## config.mk

```make
export PLATFORM = sky130hd
export DESIGN_NAME = card_device_tuple_parser_unit
export DESIGN_NICKNAME = d
export VERILOG_FILES = /design/src/rtl/core/cdtp_pkg.sv /design/src/rtl/core/cdtp_in_stage.sv /design/src/rtl/core/cdtp_decode.sv /design/src/rtl/core/card_device_tuple_parser_unit.sv
export SDC_FILE = /design/constraint.sdc
export NUM_CORES = 1
export LEC_CHECK = 0
export ABC_AREA = 1
export BUFFER_PORTS_ARGS = -buffer_cell sky130_fd_sc_hd__clkbuf_2
export CAP_MARGIN = 40
export CELL_PAD_IN_SITES_DETAIL_PLACEMENT = 1
export CELL_PAD_IN_SITES_GLOBAL_PLACEMENT = 1
export CORE_MARGIN = 1
export CORE_UTILIZATION = 50
export DETAILED_ROUTE_END_ITERATION = 12
export GPL_ROUTABILITY_DRIVEN = 0
export HOLD_SLACK_MARGIN = 0.03
export PLACE_DENSITY = 0.82
export SYNTH_ARGS = -nofsm -noshare
export SYNTH_HDL_FRONTEND = slang
export SYNTH_SLANG_ARGS = --single-unit
```

## constraint.sdc

```tcl
create_clock -name clk -period 20.7 [get_ports clk]
set_clock_uncertainty 0.1 [all_clocks]
set_input_delay 3.105 -clock clk [delete_from_list [all_inputs] [get_ports clk]]
set_output_delay 3.105 -clock clk [all_outputs]
set_load 0.1 [all_outputs]
```

## src/rtl/core/cdtp_pkg.sv

```systemverilog
// Shared types and constants for the card device tuple parser.
// No dependencies; imported by the decoder, the top level and the checker.
`default_nettype none

package cdtp_pkg;

    localparam int unsigned POS_W  = 9;
    localparam int unsigned POS_MAX = 511;

    localparam logic CFG_DEVICE_CODE     = 1'b0;
    localparam logic CFG_DEVICE_CODE_ALT = 1'b1;

    localparam logic [7:0] DEVICE_CODE_RESET     = 8'd1;
    localparam logic [7:0] DEVICE_CODE_ALT_RESET = 8'd23;

    localparam logic [3:0] TYPE_IO       = 4'd13;
    localparam logic [3:0] TYPE_MAX_MEM  = 4'd7;
    localparam logic [31:0] SIZE_UNIT    = 32'd512;
    localparam logic [28:0] SIZE_IO_NONE = 29'd1;
    localparam logic [7:0] EXT_FLAG      = 8'h80;

    localparam logic [2:0] SPD_NONE = 3'd0;
    localparam logic [2:0] SPD_250  = 3'd1;
    localparam logic [2:0] SPD_200  = 3'd2;
    localparam logic [2:0] SPD_150  = 3'd3;
    localparam logic [2:0] SPD_100  = 3'd4;
    localparam logic [2:0] SPD_EXT  = 3'd7;

    typedef enum logic [2:0] {
        PH_CODE = 3'd0,
        PH_LINK = 3'd1,
        PH_ID   = 3'd2,
        PH_EXT  = 3'd3,
        PH_SKIP = 3'd4,
        PH_SIZE = 3'd5,
        PH_DONE = 3'd6
    } phase_t;

    typedef struct packed {
        phase_t           phase;
        logic [POS_W-1:0] pos;
        logic [7:0]       link;
        logic [3:0]       htype;
        logic [31:0]      speed;
        logic [28:0]      size;
        logic             rejected;
    } parse_state_t;

    typedef struct packed {
        logic        valid_res;
        logic [3:0]  device_type;
        logic [31:0] speed_ns;
        logic [28:0] size_bytes;
    } result_t;

    function automatic logic [31:0] mant_base(input logic [3:0] m);
        logic [31:0] v;
        case (m)
            4'd0:    v = 32'hFFFF_FFFB;
            4'd1:    v = 32'd10;
            4'd2:    v = 32'd12;
            4'd3:    v = 32'd13;
            4'd4:    v = 32'd15;
            4'd5:    v = 32'd20;
            4'd6:    v = 32'd25;
            4'd7:    v = 32'd30;
            4'd8:    v = 32'd35;
            4'd9:    v = 32'd40;
            4'd10:   v = 32'd45;
            4'd11:   v = 32'd50;
            4'd12:   v = 32'd55;
            4'd13:   v = 32'd60;
            4'd14:   v = 32'd65;
            default: v = 32'd70;
        endcase
        return v;
    endfunction

    function automatic logic [31:0] pow10_scale(input logic [2:0] e);
        logic [31:0] v;
        case (e)
            3'd2:    v = 32'd10;
            3'd3:    v = 32'd100;
            3'd4:    v = 32'd1000;
            3'd5:    v = 32'd10000;
            3'd6:    v = 32'd100000;
            3'd7:    v = 32'd1000000;
            default: v = 32'd1;
        endcase
        return v;
    endfunction

endpackage

`default_nettype wire

```

## src/rtl/core/cdtp_in_stage.sv

```systemverilog
// Input register stage with stall generation for the tuple parser.
// Depends on nothing beyond the clock and reset.
`default_nettype none

module cdtp_in_stage
(
    input  wire logic       clk,
    input  wire logic       rst_n,
    input  wire logic       in_valid,
    output logic            in_stall,
    input  wire logic [7:0] tuple_byte,
    input  wire logic       last_byte,
    input  wire logic       advance,
    output logic            vld,
    output logic [7:0]      byte_q,
    output logic            last_q
);

    logic       vld_reg;
    logic       vld_next;
    logic [7:0] byte_reg;
    logic       last_reg;
    logic       take;

    assign in_stall = vld_reg && !advance;
    assign take     = in_valid && !in_stall;

    always_comb
    begin
        if (take)
        begin
            vld_next = 1'b1;
        end
        else if (advance)
        begin
            vld_next = 1'b0;
        end
        else
        begin
            vld_next = vld_reg;
        end
    end

    always_ff @(posedge clk or negedge rst_n)
    begin
        if (!rst_n)
        begin
            vld_reg <= 1'b0;
        end
        else
        begin
            vld_reg <= vld_next;
        end
    end

    always_ff @(posedge clk)
    begin
        if (take)
        begin
            byte_reg <= tuple_byte;
            last_reg <= last_byte;
        end
    end

    assign vld    = vld_reg;
    assign byte_q = byte_reg;
    assign last_q = last_reg;

endmodule

`default_nettype wire

```

## src/rtl/core/cdtp_decode.sv

```systemverilog
// Combinational byte decoder: next parse state and the result of a finished tuple.
// Depends on cdtp_pkg for the state and result types and the speed tables.
`default_nettype none

module cdtp_decode
    import cdtp_pkg::*;
(
    input  wire parse_state_t cur,
    input  wire logic [7:0]  byte_in,
    input  wire logic        last_in,
    input  wire logic [7:0]  code_a,
    input  wire logic [7:0]  code_b,
    output parse_state_t     nxt,
    output result_t          res
);

    function automatic logic [31:0] ext_speed(input logic [7:0] b);
        logic [31:0] v;
        logic [31:0] h;
        v = mant_base(b[6:3]);
        h = v >> 1;
        if (b[2:0] == 3'd0)
        begin
            v = (h == 32'd0) ? 32'd1 : h;
        end
        else
        begin
            v = v * pow10_scale(b[2:0]);
        end
        return v;
    endfunction

    function automatic logic [28:0] size_calc(input logic [7:0] b);
        logic [31:0] shifted;
        logic [31:0] prod;
        shifted = SIZE_UNIT << {b[2:0], 1'b0};
        prod    = shifted * {26'd0, {1'b0, b[7:3]} + 6'd1};
        return prod[28:0];
    endfunction

    function automatic parse_state_t take_byte(input parse_state_t s, input logic [7:0] b);
        parse_state_t t;
        logic         in_link;
        t       = s;
        in_link = {1'b0, s.link} >= s.pos;
        case (s.phase)
            PH_CODE:
            begin
                if (b == code_a || b == code_b)
                begin
                    t.phase = PH_LINK;
                end
                else
                begin
                    t.rejected = 1'b1;
                    t.phase    = PH_DONE;
                end
            end
            PH_LINK:
            begin
                t.link = b;
                if (b == 8'd0)
                begin
                    t.rejected = 1'b1;
                    t.phase    = PH_DONE;
                end
                else
                begin
                    t.phase = PH_ID;
                end
            end
            PH_ID:
            begin
                t.htype = b[7:4];
                if (b[7:4] > TYPE_MAX_MEM && b[7:4] != TYPE_IO)
                begin
                    t.rejected = 1'b1;
                    t.phase    = PH_DONE;
                end
                else if (in_link)
                begin
                    case (b[2:0])
                        SPD_NONE: t.phase = PH_SIZE;
                        SPD_250:
                        begin
                            t.speed = 32'd250;
                            t.phase = PH_SIZE;
                        end
                        SPD_200:
                        begin
                            t.speed = 32'd200;
                            t.phase = PH_SIZE;
                        end
                        SPD_150:
                        begin
                            t.speed = 32'd150;
                            t.phase = PH_SIZE;
                        end
                        SPD_100:
                        begin
                            t.speed = 32'd100;
                            t.phase = PH_SIZE;
                        end
                        SPD_EXT:  t.phase = PH_EXT;
                        default:
                        begin
                            t.rejected = 1'b1;
                            t.phase    = PH_DONE;
                        end
                    endcase
                end
                else
                begin
                    t.phase = PH_SIZE;
                end
            end
            PH_EXT:
            begin
                t.speed = ext_speed(b);
                t.phase = (in_link && (b & EXT_FLAG) != 8'd0) ? PH_SKIP : PH_SIZE;
            end
            PH_SKIP:
            begin
                if (!(in_link && (b & EXT_FLAG) != 8'd0))
                begin
                    t.phase = PH_SIZE;
                end
            end
            PH_SIZE:
            begin
                if (in_link)
                begin
                    t.size = size_calc(b);
                end
                else if (s.htype == TYPE_IO)
                begin
                    t.size = SIZE_IO_NONE;
                end
                t.phase = PH_DONE;
            end
            default:
            begin
            end
        endcase
        if (s.pos != POS_W'(POS_MAX))
        begin
            t.pos = s.pos + POS_W'(1);
        end
        return t;
    endfunction

    parse_state_t    st1;
    parse_state_t    fin;
    logic [POS_W:0]  size_pos;
    logic            size_in_link;
    logic [3:0]      size_type;

    // Missing bytes read as zero, so the tail of the tuple is resolved in closed form.
    always_comb
    begin
        st1 = take_byte(cur, byte_in);
        fin = st1;

        if (st1.phase == PH_SIZE)
        begin
            size_pos = {1'b0, st1.pos};
        end
        else
        begin
            size_pos = {1'b0, st1.pos} + (POS_W+1)'(1);
        end
        size_in_link = {2'b00, st1.link} >= size_pos;
        size_type    = (st1.phase == PH_ID) ? 4'd0 : st1.htype;

        case (st1.phase)
            PH_CODE, PH_LINK:
            begin
                fin.rejected = 1'b1;
            end
            PH_ID, PH_EXT, PH_SKIP, PH_SIZE:
            begin
                fin.htype = size_type;
                if (st1.phase == PH_EXT)
                begin
                    fin.speed = ext_speed(8'd0);
                end
                if (size_in_link)
                begin
                    fin.size = size_calc(8'd0);
                end
                else if (size_type == TYPE_IO)
                begin
                    fin.size = SIZE_IO_NONE;
                end
            end
            default:
            begin
            end
        endcase

        res.valid_res   = !fin.rejected;
        res.device_type = fin.htype;
        res.speed_ns    = fin.rejected ? 32'd0 : fin.speed;
        res.size_bytes  = fin.rejected ? 29'd0 : fin.size;

        if (last_in)
        begin
            nxt = '0;
            nxt.phase = PH_CODE;
        end
        else
        begin
            nxt = st1;
        end
    end

endmodule

`default_nettype wire

```

## src/rtl/core/card_device_tuple_parser_unit.sv

```systemverilog
// Top level of the card device tuple parser: configuration, parse state and result register.
// Depends on cdtp_pkg, cdtp_in_stage and cdtp_decode.
//
//  Channel   Direction  Handshake          Payload
//  input     in         in_valid/in_stall  tuple_byte, last_byte
//  result    out        out_valid/out_stall valid_res, device_type, speed_ns, size_bytes
//  config    in         cfg_we             cfg_index, cfg_data
//
// Bytes are taken one per cycle unless stalled; results register from the staged last byte.
// Unless stalled, one registered byte per cycle is decoded against the parse state register.
// Reset returns the codes to 1 and 23 and the parser to waiting for a tuple code.
// A stalled result holds; the input stage keeps taking bytes until a last byte waits behind it.
`default_nettype none

module card_device_tuple_parser_unit
    import cdtp_pkg::*;
(
    input  wire logic        clk,
    input  wire logic        rst_n,
    input  wire logic        cfg_we,
    input  wire logic        cfg_index,
    input  wire logic [7:0]  cfg_data,
    input  wire logic        in_valid,
    output logic             in_stall,
    input  wire logic [7:0]  tuple_byte,
    input  wire logic        last_byte,
    output logic             out_valid,
    input  wire logic        out_stall,
    output logic             valid_res,
    output logic [3:0]       device_type,
    output logic [31:0]      speed_ns,
    output logic [28:0]      size_bytes
);

    logic [7:0]   code_a_reg;
    logic [7:0]   code_b_reg;
    parse_state_t state_reg;
    parse_state_t state_next;
    result_t      res_reg;
    result_t      res_next;
    logic         out_vld_reg;
    logic         out_vld_next;

    logic         stg_vld;
    logic [7:0]   stg_byte;
    logic         stg_last;
    logic         advance;

    assign advance = stg_vld && (!stg_last || !out_vld_reg || !out_stall);

    cdtp_in_stage u_in_stage
    (
        .clk        (clk),
        .rst_n      (rst_n),
        .in_valid   (in_valid),
        .in_stall   (in_stall),
        .tuple_byte (tuple_byte),
        .last_byte  (last_byte),
        .advance    (advance),
        .vld        (stg_vld),
        .byte_q     (stg_byte),
        .last_q     (stg_last)
    );

    cdtp_decode u_decode
    (
        .cur     (state_reg),
        .byte_in (stg_byte),
        .last_in (stg_last),
        .code_a  (code_a_reg),
        .code_b  (code_b_reg),
        .nxt     (state_next),
        .res     (res_next)
    );

    always_ff @(posedge clk or negedge rst_n)
    begin
        if (!rst_n)
        begin
            code_a_reg <= DEVICE_CODE_RESET;
            code_b_reg <= DEVICE_CODE_ALT_RESET;
        end
        else if (cfg_we)
        begin
            case (cfg_index)
                CFG_DEVICE_CODE:     code_a_reg <= cfg_data;
                CFG_DEVICE_CODE_ALT: code_b_reg <= cfg_data;
                default:
                begin
                end
            endcase
        end
    end

    // The all-zero state is the wait for a tuple code.
    always_ff @(posedge clk or negedge rst_n)
    begin
        if (!rst_n)
        begin
            state_reg <= '0;
        end
        else if (advance)
        begin
            state_reg <= state_next;
        end
    end

    always_comb
    begin
        if (advance && stg_last)
        begin
            out_vld_next = 1'b1;
        end
        else if (out_stall)
        begin
            out_vld_next = out_vld_reg;
        end
        else
        begin
            out_vld_next = 1'b0;
        end
    end

    always_ff @(posedge clk or negedge rst_n)
    begin
        if (!rst_n)
        begin
            out_vld_reg <= 1'b0;
        end
        else
        begin
            out_vld_reg <= out_vld_next;
        end
    end

    always_ff @(posedge clk)
    begin
        if (advance && stg_last)
        begin
            res_reg <= res_next;
        end
    end

    assign out_valid   = out_vld_reg;
    assign valid_res   = res_reg.valid_res;
    assign device_type = res_reg.device_type;
    assign speed_ns    = res_reg.speed_ns;
    assign size_bytes  = res_reg.size_bytes;

endmodule

`default_nettype wire

```

==> results of run 1 <==
[per-stage QoR]
stage | area [sq um] | setup slack (ns) | hold WS (ns)
after global routing | 20500 | 10.04 | 0.394
final | 20500 | 10.55 | 0.384
after floorplan | 19000 | 12.61 | 0.349
after global placement | 19900 | 11.16 | 0.361
after CTS | 20500 | 10.67 | 0.384
after detailed placement | 19900 | 10.68 | 0.366
[power by group through the flow]
| stage | clock network [W] | logic [W] | registers [W] |
|---|---|---|---|
| 5_1_grt | 0.000340 | 0.00115 | 0.000473 |
| 6_report | 0.000326 | 0.00104 | 0.000470 |
| 3_3_place_gp | 0 | 0.000990 | 0.000474 |
| 4_1_cts | 0.000328 | 0.00104 | 0.000469 |
| 3_5_place_dp | 0 | 0.00103 | 0.000475 |
| 2_1_floorplan | 0 | 0.000676 | 0.000561 |
[synth_stat cells, types with 5 or more instances]
cell type	count
sky130_fd_sc_hd__nand2_1	317
sky130_fd_sc_hd__a211oi_1	10
sky130_fd_sc_hd__inv_2	25
sky130_fd_sc_hd__ha_1	201
sky130_fd_sc_hd__a21o_1	6
sky130_fd_sc_hd__dfrtp_1	99
sky130_fd_sc_hd__clkbuf_1	32
sky130_fd_sc_hd__buf_2	5
sky130_fd_sc_hd__o211ai_1	5
sky130_fd_sc_hd__a31oi_1	7
sky130_fd_sc_hd__clkinv_1	7
sky130_fd_sc_hd__nor3_1	12
sky130_fd_sc_hd__dfstp_2	5
sky130_fd_sc_hd__xor2_1	27
sky130_fd_sc_hd__nor2_1	258
sky130_fd_sc_hd__a21oi_1	103
sky130_fd_sc_hd__o21bai_1	13
sky130_fd_sc_hd__nor2_2	7
sky130_fd_sc_hd__xnor2_1	21
sky130_fd_sc_hd__or2_2	8
sky130_fd_sc_hd__edfxtp_1	75
sky130_fd_sc_hd__nand2_2	8
sky130_fd_sc_hd__o22ai_1	58
sky130_fd_sc_hd__inv_1	422
sky130_fd_sc_hd__dfxtp_1	8
sky130_fd_sc_hd__nor2_4	24
sky130_fd_sc_hd__nand3_1	42
sky130_fd_sc_hd__nand2_4	5
sky130_fd_sc_hd__fa_1	189
sky130_fd_sc_hd__nand4_1	7
sky130_fd_sc_hd__o21ai_0	143
[per-layer routing]
metal / vias up / routed length [um]
li1: 7153 / -
met1: 7918 / 24600
met2: 375 / 28100
met3: 77 / 2280
met4: 0 / 1220
met5: - / 0
[kinds of logic after synthesis]
logic type	after synthesis
AOI/OAI and AO/OA	371
buffers and inverters	504
and+or+nand+nor	705
DFF	187
xor gates and xnor gates	48
adders and majority gates	390
muxes	1
[cell type report]
| type | count | area share |
|---|---|---|
| multi-input cells | 1515 | 0.584 |
| flip-flops and latches | 187 | 0.245 |
| inverters | 455 | 0.0835 |
| well taps | 504 | 0.0308 |
| repair buffers | 107 | 0.0297 |
| clock buffers | 21 | 0.0215 |
| clock inverters | 11 | 0.00550 |
[how the worst min path moves through the flow]
stage / start / cells past startpoint / end / slack (ns)
6_report: state_reg[49]$_DFFE_PN0P_ / 1 / state_reg[49]$_DFFE_PN0P_ / 0.38
5_1_grt: state_reg[49]$_DFFE_PN0P_ / 1 / state_reg[49]$_DFFE_PN0P_ / 0.39
4_1_cts: state_reg[58]$_DFFE_PN0P_ / 2 / state_reg[58]$_DFFE_PN0P_ / 0.38
3_5_place_dp: state_reg[58]$_DFFE_PN0P_ / 2 / state_reg[58]$_DFFE_PN0P_ / 0.37
3_3_place_gp: state_reg[49]$_DFFE_PN0P_ / 1 / state_reg[49]$_DFFE_PN0P_ / 0.36
2_1_floorplan: state_reg[58]$_DFFE_PN0P_ / 2 / state_reg[58]$_DFFE_PN0P_ / 0.35
==> summary by stage, run 1 <==
Drt
In this run the remaining antenna-violating nets after routing total 0. The number of search-and-repair iterations in the first detailed-routing pass is 5. The via-per-instance ratio is 5.54. The number of violations reported at the end of detailed-routing iteration 0 is just over 800. The number of vias after detailed routing is 15,500.

The post-detailed-route DRC marker count is 0. After detailed routing, the average wire length per cell comes to 20.1 um. For this block, the routed nets add up to 56,200 um of wire.

Power
The share of total power in the clock network is 0.178. The share of total power dissipated in sequential elements is 0.256. Summed over all cells, the static leakage comes to 10.5 nW. The switching share of power is 0.512. Overall power consumption after layout is estimated at 0.00183 W. The internal power of the cells is just under 0.0009 W. The worst-case IR drop observed on VDD is around 0.094 mV. Power spread over the standard cell area amounts to 89.4 nW/um^2. The switching power is about 0.00094 W. The share of total power dissipated in combinational logic is 0.566.

Floorplan
The starting density of the core is 0.513. For this design the top-level I/O count stands at 91. The vertical extent of the die is 197 um. The core area is 37,000 sq um. The floorplan has 70 rows.

The die covers 38,700 sq um. The die width is 197 um.

Layout
The multi-input gate area in the final layout is 12,000 sq um. The area added between synthesis and finish is 8.03%. The final net count is 2,696.

The leading cell type in the layout, fill and taps excluded is sky130_fd_sc_hd__inv_1. The antenna diode count is 0. Across the whole layout, storage elements account for approximately 5000 sq um. The fraction of final layout cells sized beyond drive strength 1 is 0.103. The flip-flop count of the largest register after layout is between 80 and 90.

In the layout the commonest cells are 421 x sky130_fd_sc_hd__inv_1, 317 x sky130_fd_sc_hd__nand2_1, 258 x sky130_fd_sc_hd__nor2_1. The count of cells in the finished layout, fillers not included, comes to ~2,800. Fill cells in the final layout number 4,483. At the end of the flow the core is filled with cells to 0.554.

Clocking
Counting every sink on the clock net gives 187. After clock tree synthesis, the setup repair step added 0 buffers. TritonCTS built the clock tree. Post-CTS repair changed the size of 0 cells.

The root buffer cell chosen for the clock tree is sky130_fd_sc_hd__clkbuf_16. The clock passes through at most 2 buffers. The number of levels in the clock H-tree is 4. Buffers inserted during clock tree synthesis total 17. The clock insertion delay at the later pin of the skew report is 0.45 ns. The hold-fix buffer count after cts is 0.

The clock transition at the register clock pins on the worst setup and hold paths after CTS is 0.07 ns.

Critical path
The maximum fanout encountered on the critical timing path is 16. The number of buffers and inverters on the critical path is 6. The delay of the slowest critical-path stage is 0.93 ns. The beginning of the worst register-to-register path is u_in_stage.byte_q[1]$_DFFE_PP_. In this run the worst setup path begins at u_in_stage.byte_q[1]$_DFFE_PP_. The type of element capturing the critical path is a register. The depth of the most critical reg-to-reg path is 26. The classification of the worst setup path is reg2reg. STA classifies the critical path startpoint as a register. Broken down by cell family, the worst path's largest delay share belongs to adder cells. On the critical path, the stage with the largest delay is an instance of sky130_fd_sc_hd__edfxtp_1. The data arrival time of the critical path is roughly 10 ns. The termination of the worst setup path is speed_ns[31]$_SDFFCE_PN0P_. Across all register-to-register paths, the minimum setup slack is 10.55 ns. The worst register-to-register path ends at speed_ns[31]$_SDFFCE_PN0P_. At the worst endpoint, the required time is 20.80 ns. The logic depth of the worst path, buffers included is 26. The most numerous cell on the critical path is sky130_fd_sc_hd__fa_1.

Timing
The number of max-slew violations in the final report is 0. Setup violations remaining at the end of the flow were counted as 0. The clock period minus worst slack is 10.15 ns. The transition time of the tightest slew-check pin is between 0.9 and 1 ns.

The final hold violation count was 0. The post-route setup TNS is 0 ns. Setup repair after global routing left no endpoint under its margin. In this run the tightest slew margin relative to its limit is 0.379.

The fmax is ~0.1 GHz. In the finished design, the share of the clock period the worst path needs comes to 0.490.

Run
The number of max-cap violations is 0.

Synth
In the post-synthesis netlist, the biggest area contributors are sky130_fd_sc_hd__fa_1 20%, sky130_fd_sc_hd__ha_1 13%, sky130_fd_sc_hd__dfrtp_1 13%, sky130_fd_sc_hd__edfxtp_1 12%, sky130_fd_sc_hd__inv_1 8.4%. The number of library cell types mapped by synthesis is just over 60. The number of nets handed over by synthesis was 2,619. The post-synthesis share of cell area spent on full adders, half adders and majority gates is 0.332. The number of synthesized flops with an enable pin is 75. The sequential share of the synthesized area is 0.265. The flip-flop and latch count after synthesis is 187.

Dividing the synthesized area by the synthesized cell count gives 8.60 sq um. The proportion of register bits with asynchronous set or reset after synthesis is 0.556. The cell type contributing the most total cell area after synthesis is sky130_fd_sc_hd__fa_1. The area share of the largest cell type after synthesis is 0.199. The count of synthesis-stage warnings from yosys is 0. The netlist area before placement is 19,000 sq um. The simple logic cell fraction of the synthesized area is 0.165. Of the total synthesized cell area, the portion taken by XOR and XNOR cells is 0.0222. In the synthesized netlist the dominant register cell turns out to be sky130_fd_sc_hd__dfrtp_1. Synthesis handed over a netlist of 2,206 instances. Of the post-synthesis cell area, the part taken by muxes is 0.000528. By area, the combinational part of the netlist is dominated by adder cells. The area fraction in compound gates after synthesis is 0.111.

Global route
The number of antenna violations at the first check in global routing came to 0. The overall fraction of global-route tracks in use is 0.307. The number of global-route vias before repair is 17,300. Entering global routing, the biggest net connects 64 pins. The met2 global-route usage is 0.534. The sum of overflow across all layers after global routing is 0. For met1 alone, demand over resource in global routing was 0.406.

The first global-routing pass estimated 92,500 um of wire. The met3 usage in global routing is 0.0341. The peak-usage layer in the global routing report is met2.

Place
The half-perimeter wire length after placement is ~45,000 um. Including well taps, the total number of placed cells is between 2,000 and 3,000. The number of buffers added on ports is 90.

Status
The flow ran to the end, and the final reports show no timing, DRC or antenna violations.

Min path
In this run the worst hold path is classified as reg2reg.
No activity file was read; power rests on OpenSTA's default activity.
==> inputs of run 2 (changes only) <==
Settings changed: ABC_AREA 1 to 0, PLACE_DENSITY 0.82 to 0.8.
Clock period 20.7 ns to 10.06 ns, I/O delays scaled along.
==> run 2 against run 1 <==
  * Final cell count down 13%
  * Via count down 6.1%
  * Global-route usage down 0.82 points
  * Critical path depth down 1
  * Die area down 1.9%
  * Register-to-register slack worse by 9.9 ns
  * Setup slack worse by 9.9 ns
  * Sequential share of layout area up 0.44 points
  * Critical path type unchanged
  * Critical endpoint is now speed_ns[29]$_SDFFCE_PN0P_
  * Highest routed layer unchanged
==> summary by stage, run 2 <==
Drt
The remaining antenna violation count after routing is 0 (unchanged). The routed wire length on met3 is 3220 um (+41%). The sum of met2 wire segment lengths after detailed routing was 25,900 um (-7.6%).

The post-detailed-route DRC marker count is 0 (unchanged). The wire length on met1 is 23,800 um (-3.4%). The post-detailed-route wirelength per cell is 22.3 um (+11%).

The number of violations reported at the end of detailed-routing iteration 0 is 892 (+8.8%). The highest metal layer carrying signal wires in the routed design is met4. The wire length after detailed routing is 54,300 um (-3.4%).

The via-per-instance ratio was 5.99 (+8.0%). The number of vias after detailed routing is 14,600 (-6.1%). The number of search-and-repair iterations in the first detailed-routing pass came to 7 (+2).

Timing
The number of endpoints failing setup at the final stage is 0 (unchanged). The ratio of final minimum period to clock period was 0.938 (+0.448). The fmax is 0.106 GHz (+7.5%). The relative slew slack is 0.449 (+0.0701). The post-route setup TNS is 0 ns (unchanged).

The transition time of the tightest slew-check pin was 0.825 ns (-0.0984 ns). Setup repair after global routing left no endpoint under its margin. The final hold violation count is 0 (unchanged). The clock period minus worst slack came to 9.44 ns (-0.707 ns).

The number of max-slew violations in the final report came to 0 (unchanged).

Floorplan
The number of core rows was 70 (unchanged). The core area is 36,600 sq um (-0.95%). The vertical extent of the die was 195 um (-0.94%). The die width came to 195 um (-0.94%). The number of ports placed on the die boundary came to 91 (unchanged).

The area of the die was 38,000 sq um (-1.9%). The starting density of the core is 0.508 (-0.00486).

Power
The part of the power in registers is 0.288 (+0.032). The leakage power of the design is 9.97 nW (-4.9%). The switching share of power is 0.451 (-0.0604).

The share of total power in the clock network was 0.207 (+0.029). The power share of the combinational group is 0.506 (-0.060). The total power was 0.00336 W (+83%). The switching power is 0.00151 W (+62%). The maximum vdd ir drop is 0.147 mV (+56%). The total power density per cell area came to 167 nW/um^2 (+86%). The internal power of the cells came to 0.00184 W (+110%).

Global route
The maximum number of pins on one net before global-route repair came to 62 (-3.1%). The sum of overflow across all layers after global routing is 0 (unchanged). The number of antenna violations at the first check in global routing is 0 (unchanged).

The overall fraction of global-route tracks in use came to 0.299 (-0.00824). The global-route wire length before repair came to 87,900 um (-5.0%). The number of global-route vias before repair is 15,800 (-8.3%).

Clocking
The clock insertion delay at the later pin of the skew report is 0.46 ns (about the same). The CTS tree is built. The number of buffers added by the clock tree synthesis step is 17 (unchanged).

The number of clock sinks came to 187 (unchanged). The root buffer cell chosen for the clock tree is sky130_fd_sc_hd__clkbuf_16. The number of levels in the clock H-tree is 4 (unchanged). The clock transition at the register clock pins on the worst setup and hold paths after CTS is 0.07 ns (about the same). The maximum root-to-sink buffer count came to 2 (unchanged).

Critical path
The data arrival time of the critical path is 9.52 ns (-0.73 ns). The delay of the slowest critical-path stage was 0.92 ns (about the same). The largest individual stage delay along the critical path comes from the cell sky130_fd_sc_hd__fa_1. The maximum fanout encountered on the critical timing path is 13 (-3). The worst setup path is captured at a register.

The category of the worst setup path launch point is a register. The critical path is of the reg2reg type. The endpoint required time on the critical path is 10.14 ns (-10.66 ns). Counting stages on the worst path, the most repeated cell is sky130_fd_sc_hd__fa_1. The most critical setup path has its startpoint at u_in_stage.byte_q[2]$_DFFE_PP_. The worst register-to-register path begins at u_in_stage.byte_q[2]$_DFFE_PP_.

Layout
The area growth from synthesis to layout is 8.18%. The antenna diode count is 0 (unchanged). The final net count is 2,366 (-12%). The flip-flop count of the largest register after layout came to 86 (unchanged). The fill cell instance count of the final layout is 4,138 (-7.7%). Leaving out fill and tap cells, the most frequent cell in the layout is sky130_fd_sc_hd__inv_1. The fraction of final layout cells sized beyond drive strength 1 is 0.121 (+0.0178).

In the layout the commonest cells are 218 x sky130_fd_sc_hd__inv_1, 201 x sky130_fd_sc_hd__ha_1, 189 x sky130_fd_sc_hd__fa_1.

Synth
The number of library cell types mapped by synthesis was 86 (+39%). The top flip-flop cell by instance count after synthesis is sky130_fd_sc_hd__dfrtp_1. The synthesized design spends more area on one cell type than any other, namely sky130_fd_sc_hd__fa_1. After synthesis, the cell types taking the most area are sky130_fd_sc_hd__fa_1 20%, sky130_fd_sc_hd__ha_1 14%, sky130_fd_sc_hd__dfrtp_1 13%, sky130_fd_sc_hd__edfxtp_1 12%, sky130_fd_sc_hd__inv_1 4.4%. The sequential share of the synthesized area is 0.270 (+0.00509). The commonest cells after synthesis are 218 x sky130_fd_sc_hd__inv_1, 201 x sky130_fd_sc_hd__ha_1, 189 x sky130_fd_sc_hd__fa_1, 174 x sky130_fd_sc_hd__nand2_1, 126 x sky130_fd_sc_hd__nor2_1. The instance count of the mapped netlist is 1,897 (-14%). The flip-flop and latch count after synthesis is 187 (unchanged). The most frequent cell after synthesis is sky130_fd_sc_hd__inv_1.

The area share of the largest cell type after synthesis is 0.203 (+0.00383). The number of synthesized flops with an enable pin is 75 (unchanged). The net count of the mapped netlist is 2,310 (-12%). The proportion of register bits with asynchronous set or reset after synthesis is 0.556 (unchanged). The count of synthesis-stage warnings from yosys came to 0 (unchanged). The netlist area before placement is 18,600 sq um (-1.9%). The mean instance size in the synthesized netlist is 9.81 sq um (+14%).

Min path
The path class of the tightest hold or removal check is reg2reg. The worst hold path begins at state_reg[56]$_DFFE_PN0P_.

Place
The half-perimeter wire length after placement is 43,200 um (-4.0%). The number of buffers added on ports is 90 (unchanged).

Run
The number of max-cap violations is 0 (unchanged).

Status
The run finished with clean final reports.
run 2: power groups by stage:
stage	Combinational (W)	Clock [W]	Sequential, W
final	0.00170	0.000694	0.000965
after global routing	0.00187	0.000724	0.000974
after CTS	0.00169	0.000699	0.000963
after detailed placement	0.00167	0	0.000977
after global placement	0.00160	0	0.000972
after floorplan	0.00111	0	0.00108
run 2: cells by family after synthesis:
kind of cell / count (synthesis) / share of synthesized area
xor gates and xnor gates: 80 / 0.0376
and+or+nand+nor: 537 / 0.142
AOI/OAI and AO/OA: 370 / 0.129
adders and majority gates: 390 / 0.338
muxes: 32 / 0.0188
DFF: 187 / 0.270
buffers and inverters: 301 / 0.0649
run 2: critical path: cells and delay by family, from the launching register on:
family | cells | cell delay, ns
adders and majority gates | 9 | 4.95
AOI/OAI and AO/OA | 7 | 1.73
DFF | 1 | 0.59
buffers and inverters | 4 | 0.42
xor gates and xnor gates | 2 | 0.39
and+or+nand+nor | 3 | 1.00
run 2: final timing paths:
path                            slack [ns]  cells past startpoint                    endpoint
worst max-delay path                  0.62                     25  speed_ns[29]$_SDFFCE_PN0P_
min in group asynchronous             0.92                      1   state_reg[17]$_DFFE_PN0P_
worst max register to register        0.62                     25  speed_ns[29]$_SDFFCE_PN0P_
worst min register to register        0.38                      1   state_reg[56]$_DFFE_PN0P_
max in group asynchronous             7.87                      3   code_a_reg[0]$_DFFE_PN1P_
worst min-delay path                  0.38                      1   state_reg[56]$_DFFE_PN0P_
run 2: area by class of cell:
cell class                      instances  area, sq um  share of cell area
Multi-Input combinational cell       1409        12400               0.616
Sequential cell                       187         5020               0.249
Inverter                              218          818              0.0406
Timing Repair Buffer                  120          726              0.0360
Tap cell                              468          586              0.0291
Clock buffer                           19          433              0.0215
Clock inverter                         13          150             0.00746
run 2: timing repair:
item / CTS / global route
setup endpoints to repair: 0 / 5
hold buffers: 0 / 0
setup buffers: 0 / 1
gates resized for setup: 0 / 1
run 2: routing by layer:
metal / track usage / up-vias
li1: - / 6527
met1: 0.414 / 7451
met2: 0.489 / 502
met3: 0.0432 / 92
met4: 0.0863 / 0
met5: 0 / -
run 2: stage by stage:
stage          hold slack, ns  cell area [sq um]   util  worst slack (ns)  std cells
2_1_floorplan           0.348              18600      -              1.79       1897
3_3_place_gp            0.358              19400  0.531             0.898       2394
3_5_place_dp            0.366              19500  0.534             0.505       2401
4_1_cts                 0.381              20100  0.550             0.266       2433
5_1_grt                 0.406              20100  0.550             0.184       2434
6_report                0.382              20100  0.550             0.621       2434
==> inputs of run 3 (changes only) <==
--- a/config.mk
+++ b/config.mk
@@ -11,6 +11,6 @@
 export CELL_PAD_IN_SITES_DETAIL_PLACEMENT = 1
 export CELL_PAD_IN_SITES_GLOBAL_PLACEMENT = 1
-export CORE_MARGIN = 1
 export CORE_UTILIZATION = 50
+export CTS_BUF_LIST = sky130_fd_sc_hd__clkbuf_4 sky130_fd_sc_hd__clkbuf_8
 export DETAILED_ROUTE_END_ITERATION = 12
 export GPL_ROUTABILITY_DRIVEN = 0
==> constraint.sdc (replaced) <==
create_clock -name clk -period 10.06 [get_ports clk]
set_clock_uncertainty 0.1 [all_clocks]
set_input_delay 0.503 -clock clk [delete_from_list [all_inputs] [get_ports clk]]
set_output_delay 0.503 -clock clk [all_outputs]
set_load 0.1 [all_outputs]
==> run 3 against run 2 <==
  * Sequential power about the same
  * Critical path depth is the same
  * Clock-buffer cell count unchanged
  * Critical endpoint unchanged
  * Largest cell class unchanged
  * Largest power group unchanged
  * Highest routed layer unchanged
==> summary by stage, run 3 (synthesis gave the netlist of run 2 again) <==
Status
The run finished with clean final reports.

Critical path
The depth of the most critical reg-to-reg path is 25 (unchanged). The worst setup path is captured at a register. The maximum fanout encountered on the critical timing path is 13 (unchanged). The beginning of the worst register-to-register path is u_in_stage.byte_q[2]$_DFFE_PP_. The classification of the worst setup path is reg2reg. The reg-to-reg setup timing slack was 0.47 ns (-0.16 ns).

The delay of the slowest critical-path stage is 0.92 ns (about the same). The data arrival time of the critical path was 9.72 ns (+0.20 ns). The slowest stage of the critical path is the sky130_fd_sc_hd__fa_1 cell. The most numerous cell on the critical path is sky130_fd_sc_hd__fa_1. The category of the worst setup path launch point is a register. The endpoint identified for the worst register-to-register timing path is speed_ns[29]$_SDFFCE_PN0P_. The endpoint required time on the critical path came to 10.18 ns (+0.04 ns).

Power
The total power density per cell area is 160 nW/um^2 (-4.1%). The leakage power of the design is 9.88 nW (-0.86%). The maximum vdd ir drop came to 0.129 mV (-12%).

Clocking
The clock insertion delay at the later pin of the skew report is 0.50 ns (+0.04 ns). The number of clock sinks is 187 (unchanged). The clock root buffer is sky130_fd_sc_hd__clkbuf_8.

The number of gates resized after CTS is 0 (unchanged). TritonCTS built the clock tree. The clock transition at the register clock pins on the worst setup and hold paths after CTS was 0.10 ns (+0.03 ns). The maximum root-to-sink buffer count was 2 (unchanged). The number of levels in the clock H-tree was 4 (unchanged).

The number of buffers added by the clock tree synthesis step is 17 (unchanged).

Layout
The final net count was 2,367 (+0.042%). The fraction of final layout cells sized beyond drive strength 1 is 0.121 (+0.000447). The flip-flop count of the largest register after layout is 86 (unchanged).

The library cell used most frequently in the layout, excluding fill and tap cells, is sky130_fd_sc_hd__inv_1. The area added between synthesis and finish is 7.21%. The final non-filler cell total is 2,435 (+0.041%). Leaving out fill and tap cells, the most frequent cells in the layout are 218 x sky130_fd_sc_hd__inv_1, 201 x sky130_fd_sc_hd__ha_1, 189 x sky130_fd_sc_hd__fa_1.

The fill cell instance count of the final layout is 4,160 (+0.53%). The antenna diode count was 0 (unchanged).

Place
The number of buffers added on ports is 90 (unchanged). The half-perimeter wire length after placement is 43,200 um (unchanged). The number of cells in the design after placement came to 2,401 (unchanged).

Timing
The post-route setup TNS is 0 ns (unchanged). The number of endpoints failing setup at the final stage is 0 (unchanged). The ratio of final minimum period to clock period was 0.954 (+0.0154). The clock period minus worst slack is 9.59 ns (+0.155 ns). The relative slew slack was 0.453 (+0.00408). The number of max-slew violations in the final report was 0 (unchanged). The fmax is 0.104 GHz (-1.6%).

The transition time of the tightest slew-check pin is 0.811 ns (-0.0147 ns). The final hold violation count is 0 (unchanged). Setup repair after global routing left no endpoint under its margin.

Floorplan
The starting density of the core came to 0.508 (unchanged). The number of ports placed on the die boundary is 91 (unchanged). The number of core rows was 70 (unchanged).

The vertical extent of the die is 195 um (unchanged). The die width is 195 um (unchanged). The core area is 36,600 sq um (unchanged).

The area of the die is 38,000 sq um (unchanged).

Drt
The number of violations reported at the end of detailed-routing iteration 0 is 951 (+6.6%). The number of vias after detailed routing is 14,500 (-0.20%). The post-detailed-route wirelength per cell is 22.1 um (-1.1%).

The wire length after detailed routing is 53,700 um (-1.0%). The number of search-and-repair iterations in the first detailed-routing pass is 5 (-2). The post-detailed-route DRC marker count is 0 (unchanged). The remaining antenna violation count after routing was 0 (unchanged).

The via-per-instance ratio is 5.97 (-0.24%).

Global route
The global-route wire length before repair came to 86,700 um (-1.4%). The overall fraction of global-route tracks in use was 0.295 (-0.00402). The sum of overflow across all layers after global routing came to 0 (unchanged).

The maximum number of pins on one net before global-route repair came to 62 (unchanged). The number of antenna violations at the first check in global routing is 0 (unchanged). The number of global-route vias before repair is 15,600 (-1.4%).

Run
The number of max-cap violations is 0 (unchanged).

Min path
The type of the worst min-delay path is in2reg. The number of cells on the worst hold path is 1 (unchanged). The hold path startpoint is tuple_byte[7]. For hold timing, the worst endpoint is u_in_stage.byte_q[7]$_DFFE_PP_.
run 3: cell count changes in the layout (fill, tap and decap cells not counted):
cell	change
sky130_fd_sc_hd__o41ai_1	+1
sky130_fd_sc_hd__o41ai_2	-1
sky130_fd_sc_hd__clkbuf_1	-2
sky130_fd_sc_hd__clkbuf_8	+17
sky130_fd_sc_hd__clkbuf_4	+2
sky130_fd_sc_hd__clkbuf_16	-17
sky130_fd_sc_hd__dlygate4sd3_1	+1
run 3: metrics by stage:
step	cell area, sq um	hold slack [ns]	utilization	total power, W	setup slack (ns)
2_1_floorplan	18600	0.107	-	0.00219	1.79
3_3_place_gp	19400	0.358	0.531	0.00257	0.898
3_5_place_dp	19500	0.366	0.534	0.00264	0.505
4_1_cts	19900	0.0500	0.545	0.00319	0.381
5_1_grt	20000	0.0618	0.545	0.00341	0.0298
6_report	20000	0.0944	0.545	0.00319	0.466
run 3: repair_timing:
item,in CTS,in global routing
endpoints found under the hold margin,32,0
endpoints found under the setup margin,0,3
setup buffers,0,1
hold buffers,1,0
run 3: cell type report:
class	count	area, sq um	share of cell area
multi-input combinational	1409	12400	0.621
tap	468	586	0.0293
timing repair buffer	121	736	0.0369
clock inverter	13	150	0.00752
inverter	218	818	0.0410
clock buffer	19	249	0.0125
sequential	187	5020	0.252
run 3: worst max-delay path by stage:
| stage | from | end | slack [ns] | cells past startpoint |
|---|---|---|---|---|
| after detailed placement | u_in_stage.byte_q[2]$_DFFE_PP_ | speed_ns[29]$_SDFFCE_PN0P_ | 0.50 | 25 |
| after floorplan | u_in_stage.byte_q[2]$_DFFE_PP_ | speed_ns[31]$_SDFFCE_PN0P_ | 1.79 | 29 |
| final | u_in_stage.byte_q[2]$_DFFE_PP_ | speed_ns[29]$_SDFFCE_PN0P_ | 0.47 | 25 |
| after global routing | u_in_stage.byte_q[2]$_DFFE_PP_ | speed_ns[29]$_SDFFCE_PN0P_ | 0.03 | 25 |
| after CTS | u_in_stage.byte_q[2]$_DFFE_PP_ | speed_ns[29]$_SDFFCE_PN0P_ | 0.38 | 25 |
| after global placement | u_in_stage.byte_q[2]$_DFFE_PP_ | speed_ns[29]$_SDFFCE_PN0P_ | 0.90 | 25 |
run 3: critical path: cells and delay by family (launching register included):
family / cells / cell delay, ns
AO/OA/AOI/OAI: 7 / 1.86
XOR/XNOR: 2 / 0.39
adder cells (fa/ha/maj): 9 / 4.94
buffers and inverters: 4 / 0.42
flip-flops: 1 / 0.60
AND/OR/NAND/NOR: 3 / 1.00
run 3: per-layer routing:
layer | part of all wire | GRT usage | up-vias | wire [um]
met4 | 0.020 | 0.0761 | 0 | 1070
met3 | 0.059 | 0.0416 | 74 | 3150
li1 | - | - | 6531 | -
met5 | 0 | 0 | - | 0
met1 | 0.44 | 0.412 | 7475 | 23900
met2 | 0.48 | 0.483 | 463 | 25600
run 3: power breakdown:
group / internal, W / switching, W
Clock: 0.000249 / 0.000280
Sequential: 0.000880 / 0.0000841
Combinational: 0.000573 / 0.00112
Total: 0.00170 / 0.00149
